$ cat src/rtl/spp_pkg.sv
`default_nettype none
// ----------------------------------------------------------------------------
// spp_pkg
// Shared types, codes and sizes for the subset pair finder.
// ----------------------------------------------------------------------------
package spp_pkg;

	localparam int MAX_SETS     = 256;
	localparam int MAX_VERTICES = 64;
	localparam int IDX_W        = $clog2(MAX_SETS);
	localparam int CNT_W        = $clog2(MAX_SETS + 1);
	localparam int MASK_W       = 64;
	localparam int OUT_IDX_W    = 8;

	localparam logic [MASK_W-1:0] VERTEX_MASK = (MAX_VERTICES >= MASK_W) ? {MASK_W{1'b1}} :
		((MASK_W'(1) << MAX_VERTICES) - MASK_W'(1));

	localparam logic [CNT_W-1:0] SET_LIMIT = CNT_W'(MAX_SETS);

	// function codes
	localparam logic [1:0] FUNC_CLEAR = 2'd0;
	localparam logic [1:0] FUNC_LOAD  = 2'd1;
	localparam logic [1:0] FUNC_FETCH = 2'd2;

	// status codes
	localparam logic [2:0] STAT_PAIR    = 3'd0;
	localparam logic [2:0] STAT_DONE    = 3'd1;
	localparam logic [2:0] STAT_STORED  = 3'd2;
	localparam logic [2:0] STAT_FULL    = 3'd3;
	localparam logic [2:0] STAT_CLEARED = 3'd4;

	typedef struct packed {
		logic [1:0]        func;
		logic [MASK_W-1:0] set_members;
	} spp_cmd_t;

	typedef struct packed {
		logic [2:0]           status;
		logic [OUT_IDX_W-1:0] superset_index;
		logic [OUT_IDX_W-1:0] subset_index;
	} spp_result_t;

	typedef struct packed {
		logic              we;
		logic [IDX_W-1:0]  waddr;
		logic [MASK_W-1:0] wdata;
		logic              re;
		logic [IDX_W-1:0]  raddr;
	} spp_mem_req_t;

	// low bits of an index for the result word
	function automatic logic [OUT_IDX_W-1:0] out_idx(input logic [CNT_W-1:0] idx);
		logic [CNT_W+OUT_IDX_W-1:0] wide;
		wide = {{OUT_IDX_W{1'b0}}, idx};
		return wide[OUT_IDX_W-1:0];
	endfunction

endpackage
`default_nettype wire

$ cat src/rtl/spp_seq.sv
`default_nettype none
// ----------------------------------------------------------------------------
// spp_seq
// Command sequencer: set count, scan cursors and the shared containment
// compare, one candidate subset per cycle while a superset is scanned.
// ----------------------------------------------------------------------------
module spp_seq
	import spp_pkg::*;
(
	input  wire logic              clk,
	input  wire logic              arst_n,
	input  wire logic              start,
	input  wire spp_cmd_t          cmd,
	output logic                   busy,
	output logic                   done,
	output spp_result_t            result,
	output spp_mem_req_t           mem_req,
	input  wire logic [MASK_W-1:0] mem_rdata
);

	localparam logic [1:0] S_IDLE   = 2'd0;
	localparam logic [1:0] S_GETSUP = 2'd1;
	localparam logic [1:0] S_SCAN   = 2'd2;

	logic [1:0]        state_q;
	logic [CNT_W-1:0]  count_q;
	logic [CNT_W-1:0]  sup_q;
	logic [CNT_W-1:0]  sub_q;
	logic [MASK_W-1:0] big_q;
	logic              pend_vld_s1;
	logic [CNT_W-1:0]  pend_sub_s1;
	logic              done_q;
	spp_result_t       result_q;

	logic             accept;
	logic             sup_lt;
	logic             sub_lt;
	logic             room;
	logic [CNT_W-1:0] sup_nxt;
	logic             sup_nxt_lt;
	logic             hit;

	assign accept     = start && (state_q == S_IDLE);
	assign sup_lt     = sup_q < count_q;
	assign sub_lt     = sub_q < count_q;
	assign room       = count_q < SET_LIMIT;
	assign sup_nxt    = sup_q + CNT_W'(1);
	assign sup_nxt_lt = sup_nxt < count_q;

	// read data is the candidate subset issued last cycle
	assign hit = pend_vld_s1 && (pend_sub_s1 != sup_q) &&
		((mem_rdata & ~big_q) == {MASK_W{1'b0}});

	always_comb begin
		mem_req       = '0;
		mem_req.waddr = count_q[IDX_W-1:0];
		mem_req.wdata = cmd.set_members & VERTEX_MASK;
		mem_req.we    = accept && (cmd.func == FUNC_LOAD) && room;
		unique case (state_q)
			S_IDLE: begin
				if (accept && cmd.func[1] && sup_lt) begin
					mem_req.re    = 1'b1;
					mem_req.raddr = sup_q[IDX_W-1:0];
				end
			end
			S_GETSUP: begin
				if (sub_lt) begin
					mem_req.re    = 1'b1;
					mem_req.raddr = sub_q[IDX_W-1:0];
				end
			end
			S_SCAN: begin
				if (!hit) begin
					if (sub_lt) begin
						mem_req.re    = 1'b1;
						mem_req.raddr = sub_q[IDX_W-1:0];
					end else if (sup_nxt_lt) begin
						mem_req.re    = 1'b1;
						mem_req.raddr = sup_nxt[IDX_W-1:0];
					end
				end
			end
			default: begin
				mem_req.re = 1'b0;
			end
		endcase
	end

	always_ff @(posedge clk or negedge arst_n) begin
		if (!arst_n) begin
			state_q     <= S_IDLE;
			count_q     <= '0;
			sup_q       <= '0;
			sub_q       <= '0;
			pend_vld_s1 <= 1'b0;
			done_q      <= 1'b0;
		end else begin
			done_q <= 1'b0;
			unique case (state_q)
				S_IDLE: begin
					if (accept) begin
						unique case (cmd.func)
							FUNC_CLEAR: begin
								count_q  <= '0;
								sup_q    <= '0;
								sub_q    <= '0;
								done_q   <= 1'b1;
							end
							FUNC_LOAD: begin
								sup_q  <= '0;
								sub_q  <= '0;
								done_q <= 1'b1;
								if (room) begin
									count_q <= count_q + CNT_W'(1);
								end
							end
							default: begin
								if (sup_lt) begin
									state_q <= S_GETSUP;
								end else begin
									sup_q  <= count_q;
									sub_q  <= '0;
									done_q <= 1'b1;
								end
							end
						endcase
					end
				end
				S_GETSUP: begin
					pend_vld_s1 <= sub_lt;
					if (sub_lt) begin
						sub_q <= sub_q + CNT_W'(1);
					end
					state_q <= S_SCAN;
				end
				S_SCAN: begin
					if (hit) begin
						sub_q       <= pend_sub_s1 + CNT_W'(1);
						pend_vld_s1 <= 1'b0;
						done_q      <= 1'b1;
						state_q     <= S_IDLE;
					end else if (sub_lt) begin
						pend_vld_s1 <= 1'b1;
						sub_q       <= sub_q + CNT_W'(1);
					end else begin
						pend_vld_s1 <= 1'b0;
						if (sup_nxt_lt) begin
							sup_q   <= sup_nxt;
							sub_q   <= '0;
							state_q <= S_GETSUP;
						end else begin
							sup_q   <= count_q;
							sub_q   <= '0;
							done_q  <= 1'b1;
							state_q <= S_IDLE;
						end
					end
				end
				default: begin
					state_q <= S_IDLE;
				end
			endcase
		end
	end

	// payload side, no reset needed
	always_ff @(posedge clk) begin
		unique case (state_q)
			S_IDLE: begin
				if (accept) begin
					result_q.superset_index <= '0;
					result_q.subset_index   <= '0;
					unique case (cmd.func)
						FUNC_CLEAR: result_q.status <= STAT_CLEARED;
						FUNC_LOAD:  result_q.status <= room ? STAT_STORED : STAT_FULL;
						default:    result_q.status <= STAT_DONE;
					endcase
				end
			end
			S_GETSUP: begin
				big_q       <= mem_rdata;
				pend_sub_s1 <= sub_q;
			end
			S_SCAN: begin
				if (hit) begin
					result_q.status         <= STAT_PAIR;
					result_q.superset_index <= out_idx(sup_q);
					result_q.subset_index   <= out_idx(pend_sub_s1);
				end else begin
					result_q.status         <= STAT_DONE;
					result_q.superset_index <= '0;
					result_q.subset_index   <= '0;
					pend_sub_s1             <= sub_q;
				end
			end
			default: begin
				big_q <= big_q;
			end
		endcase
	end

	assign busy   = (state_q != S_IDLE);
	assign done   = done_q;
	assign result = result_q;

endmodule
`default_nettype wire

$ cat config.mk
export PLATFORM = sky130hd
export DESIGN_NAME = spp_seq
export DESIGN_NICKNAME = d
export VERILOG_FILES = /design/src/rtl/spp_pkg.sv /design/src/rtl/spp_seq.sv
export SDC_FILE = /design/constraint.sdc
export NUM_CORES = 1
export LEC_CHECK = 0
export ABC_AREA = 1
export ABC_CLOCK_PERIOD_IN_PS = 7400
export BUFFER_PORTS_ARGS = -buffer_cell sky130_fd_sc_hd__buf_2
export CAP_MARGIN = 20
export CORE_ASPECT_RATIO = 1.75
export CORE_UTILIZATION = 45
export DETAILED_ROUTE_END_ITERATION = 8
export PLACE_DENSITY = 0.81
export RECOVER_POWER = 50
export SLEW_MARGIN = 20
export SYNTH_ARGS = -nofsm -noshare
export SYNTH_HDL_FRONTEND = slang
export SYNTH_SLANG_ARGS = --single-unit
$ cat constraint.sdc
create_clock -name clk -period 7.4 [get_ports clk]
set_clock_uncertainty 0.15 [all_clocks]
set_input_delay 1.11 -clock clk [delete_from_list [all_inputs] [get_ports clk]]
set_output_delay 1.11 -clock clk [all_outputs]
set_load 0.05 [all_outputs]
# Yosys cells after proc, flatten, opt, wreduce, memory -nomap -nowiden
# Index checks and enable logic that the tools add are counted.
# totals
register_bits	123
inputBits	133
out_inout_bits	103
word_cells	103
# op_classes
add_sub_neg	4
n_lt_le_gt_ge	4
n_eq_ne	13
muxes	47
n_bitwise	2
reduce_logical	22
# op_table
op	count
$mux W9	19
$and A64 B64 Y64	1
$logic_not A64 Y1	1
$not A64 Y64	1
$pmux W9 S2	3
$pmux W19 S2	1
$add A9 B1 Y9 const B	4
$lt A9 B9 Y1	3
$pmux W9 S3	1
$pmux W8 S3	1
$mux W19	1
$mux W17	1
$ne A2 B2 Y1 const B	7
$reduce_and A4 Y1	3
$mux W1	10
$mux W2	5
$lt A9 B9 Y1 const B	1
$ne A9 B9 Y1	1
$reduce_bool A2 Y1	4
$logic_and A1 B1 Y1	7
$ne A3 B3 Y1 const B	2
$pmux W2 S3	1
$pmux W3 S2	1
$reduce_and A5 Y1	1
8 further kinds	12

# Depth between registers and ports, before layout
# depth
depth_word	6
depth_mapped	21
mapped_depth_nobuf	19

# Worst setup path after synthesis
# No wires, ideal clock.
# synth_path
path_type	register to output
from	reg state_q[1]
to	out mem_req[5] (netlist name)
arrival_ns	3.625
required_time_ns	6.140
path_slack_ns	2.515
path_stages_with_launch	10
path_buffers	1
path_cell_list	dfrtp_1 inv_1 ha_1 clkbuf_1 inv_1 nor2_4 inv_2 nand2_2 nand2_1 a21oi_1
# synth_lines
element	line	source
start, declared	spp_seq.sv:25	logic [1:0] state_q;
start signal, assigned	spp_seq.sv:91	state_q <= S_IDLE;
start signal, assigned	spp_seq.sv:119	state_q <= S_GETSUP;
start signal, assigned	spp_seq.sv:134	state_q <= S_SCAN;
end, declared	spp_seq.sv:17	output spp_mem_req_t mem_req,

==> run_results.csv <==
group,metric,value,unit
route,dr.first_iter.drc_count,405,
timing,final.min_clock_period,4.88,ns
pwr,finalPower,3.73,mW
pwr,swShare,47.7,%
clock_network,root_buffer,"clkbuf_16",
synth,ys_warn_count,0,
timing,slew_headroom,-28.6,%
grt,grt_pass1_vias,6210,
grt,gr-usage-all-layers,23.5,%
route,routed_wl,19900,um
clock_network,cts_setup_buffers,0,
critical_path,slowest_stage,"dfrtp_1",
synth,synth_top_area_share,35.8,%
synth,synthMuxAreaShare,0,%
synth,netlist_area,7710,um^2
place,gp_congestion,0.989,
critical_path,crit_required,6.14,ns
clock_network,hold_buffers,0,
synth,synth_edf_count,92,
cells_and_area,nFillCells,1660,
timing,finalSetupViolations,0,
timing,clock.fmax,205,MHz
critical_path,cp-start-kind,"flip-flop",
synth,synthXorXnorAreaFrac,2.39,%
critical_path,r2r_setup_slack,3.82,ns
synth,yosysMostFrequentCell,"nand2_1",
cells_and_area,nets,1176,
synth,synth_top_family_by_area,"simple AND/OR/NAND/NOR gates",
synth,synthTopCellsByCount,"333 x nand2_1, 133 x inv_1, 92 x edfxtp_1",
floorplanning,core,16900,um^2
critical_path,reg2reg_to,"sup_q[8]$_DFFE_PN0P_",
floorplanning,initial_core_util,45.7,%
status,status,"finished with violations",
cells_and_area,fin_area,8440,um^2
cells_and_area,drive_gt1_share,12.3,%
floorplanning,fp.dieH,175,um
synth,syn_nets,1130,
clock_network,cts_inserted_buffers,17,
floorplanning,die_area,17700,um^2
floorplanning,boundaryPins,236,
grt,grt_max_degree,75,
critical_path,crit_path_max_incr_delay,0.50,ns
timing,drv_slew,32,
job,cap_violations,1,
critical_path,crit_chain,"ha_1, nand2_1, nor2_1, nand2_1, xor2_1, inv_1, ha_1, a21o_1, nor2_1, nand3_1, inv_1, nand2_1, a21oi_1, nand2_1, nand2_1, nand2_1, inv_1, buf_2",
synth,ys_async_sr_fraction,25.2,%
synth,synthFlopType,"edfxtp_1",
timing,finalHoldViolCount,0,
clock_network,insertion_delay,0.42,ns
timing,rsz0062_at_grt,"no",
clock_network,cts_tree,"yes",
synth,synthSimpleGateAreaFrac,27.6,%
synth,synth_area_leaders,"edfxtp_1 36%, nand2_1 16%, dfrtp_1 10%",
critical_path,rr_worst_depth,10,
pwr,p_comb_share,48.0,%
place,dpl.hpwl,15300,um
critical_path,path_class,"reg2out",
critical_path,rr_startpoint,"state_q[0]$_DFFE_PN0P_",
critical_path,worstPathMaxFanout,15,
synth,synth_compound_area_share,4.19,%
floorplanning,chipWidth,101,um
timing,worst_pin_slew,1.93,ns
floorplanning,rows,63,
timing,period_share,66.0,%
synth,syn_area_per_cell,7.99,um^2
pwr,leakagePower,4.20,nW
pwr,sequentialPowerShare,31.1,%
grt,grt_pass1_wl,30900,um
clock_network,clock-sinks,123,
route,vias_per_cell,4.96,
clock_network,cts_resized,0,
route,ant_nets,0,
synth,syn_inst,965,
clock_network,h-tree-depth,4,
critical_path,end_kind,"output pin",
synth,synth-seq-area-share,45.9,%
critical_path,worst_ep_arrival_time,3.62,ns
synth,yosysTopAreaCell,"edfxtp_1",
pwr,power_density,442,nW/um^2
cells_and_area,syn_to_final_growth,9.44,%
synth,synth-adder-area-share,5.19,%
clock_network,clk_pin_slew,0.06,ns
route,first_pass_iters,5,
place,placed_cell_area,7950,um^2
pwr,switchingPower,1.78,mW
synth,synth_seq_cells,123,
grt,gr-total-overflow,0,
critical_path,crit_path_start,"sup_q[0]$_DFFE_PN0P_",
critical_path,crit_end,"mem_req[3]",
pwr,p_int,1.95,mW
route,wl_per_cell,15.9,um
grt,antenna_found_initial,0,
synth,synth.distinct_cells,32,
hold_path,hp-class,"reg2reg",
status,violations,"capacitance limit, slew limit",
cells_and_area,diodes,0,
route,num_vias,6199,
route,drc,0,
pwr,peakVddDrop,0.321,mV
pwr,clockPowerShare,20.9,%
timing,tns,0,ns
place,io_buffers,107,
clock_network,cts_max_path_buffers,2,
critical_path,cp_common_cell,"nand2_1",
[logic make-up after synthesis]
logic type	after synthesis
buffers and inverters	225
AO/OA/AOI/OAI	61
XOR/XNOR	21
adder cells (fa/ha/maj)	32
flip-flops	123
AND/OR/NAND/NOR	503
[state kept, by name, summed over array words and instances (netlist names)]
signal / flops
big_q: 64
result: 19
count_q: 9
pend_sub_s1: 9
sub_q: 9
sup_q: 9
state_q: 2
done: 1
pend_vld_s1: 1
[through the flow]
step                instances  setup slack [ns]  util (%)  hold WS [ns]
global route             1250              2.16      50.0         0.409
detailed placement       1219              3.03      47.1         0.395
floorplan                 965              2.52         -         0.341
finish                   1250              2.52      50.0         0.402
global placement         1219              3.04      47.1         0.391
CTS                      1250              2.56      50.3         0.405
[power groups by stage]
stage               Clock, mW  Sequential [mW]  Combinational [mW]
finish                  0.779             1.16                1.79
global route            0.811             1.19                1.97
CTS                     0.789             1.16                1.78
detailed placement          0             1.17                1.77
global placement            0             1.16                1.78
floorplan                   0             1.25                1.33
[layer usage]
| metal | track usage [%] | vias to the layer above | part of all wire, % |
|---|---|---|---|
| li1 | - | 3062 | - |
| met1 | 23.1 | 2817 | 36 |
| met2 | 43.4 | 254 | 52 |
| met3 | 6.72 | 66 | 6.5 |
| met4 | 12.5 | 0 | 5.1 |
| met5 | 0 | - | 0 |
[cell usage in the layout (no fill, tap or decap), drive strengths merged]
cell and instances:
nand2 340, inv 143, nor2 102, edfxtp 92
buf 66, clkbuf 63, nand3 40, ha 32
dfrtp 31, o21ai 30, a21oi 24, xor2 16
nor3 10, nand4 8, clkinv 8, xnor2 5
nor3b 3, o21a 2, bufinv 2, a21o 1
a22oi 1, o221ai 1, o22ai 1, a211oi 1
clkinvlp 1
[cell type report]
class	count	area [um^2]	share of cell area (%)
clock buffers	20	437	5.17
clock inverters	11	104	1.23
inverters	143	537	6.36
multi-input cells	617	3050	36.1
flip-flops and latches	123	3540	41.9
well taps	227	284	3.37
repair buffers	109	492	5.83
[how the worst min path moves through the flow]
stage | start | to | depth (start not counted)
after floorplan | sub_q[8]$_DFFE_PN0P_ | pend_sub_s1[8]$_DFFE_PP_ | 0
after global placement | state_q[1]$_DFFE_PN0P_ | state_q[1]$_DFFE_PN0P_ | 2
after detailed placement | sub_q[8]$_DFFE_PN0P_ | pend_sub_s1[8]$_DFFE_PP_ | 0
after CTS | sub_q[8]$_DFFE_PN0P_ | pend_sub_s1[8]$_DFFE_PP_ | 0
after global routing | sub_q[8]$_DFFE_PN0P_ | pend_sub_s1[8]$_DFFE_PP_ | 0
final | sub_q[8]$_DFFE_PN0P_ | pend_sub_s1[8]$_DFFE_PP_ | 0
[worst max-delay path, delay by kind of cell, from the launching register on]
kind            cells  cell delay [ns]
buf+inv             4             0.73
fa+ha+maj           2             0.51
xor+xnor            1             0.14
compound gates      2             0.33
simple gates        9             1.00
flops               1             0.50
Note: power is estimated with default switching activity, not from simulation.
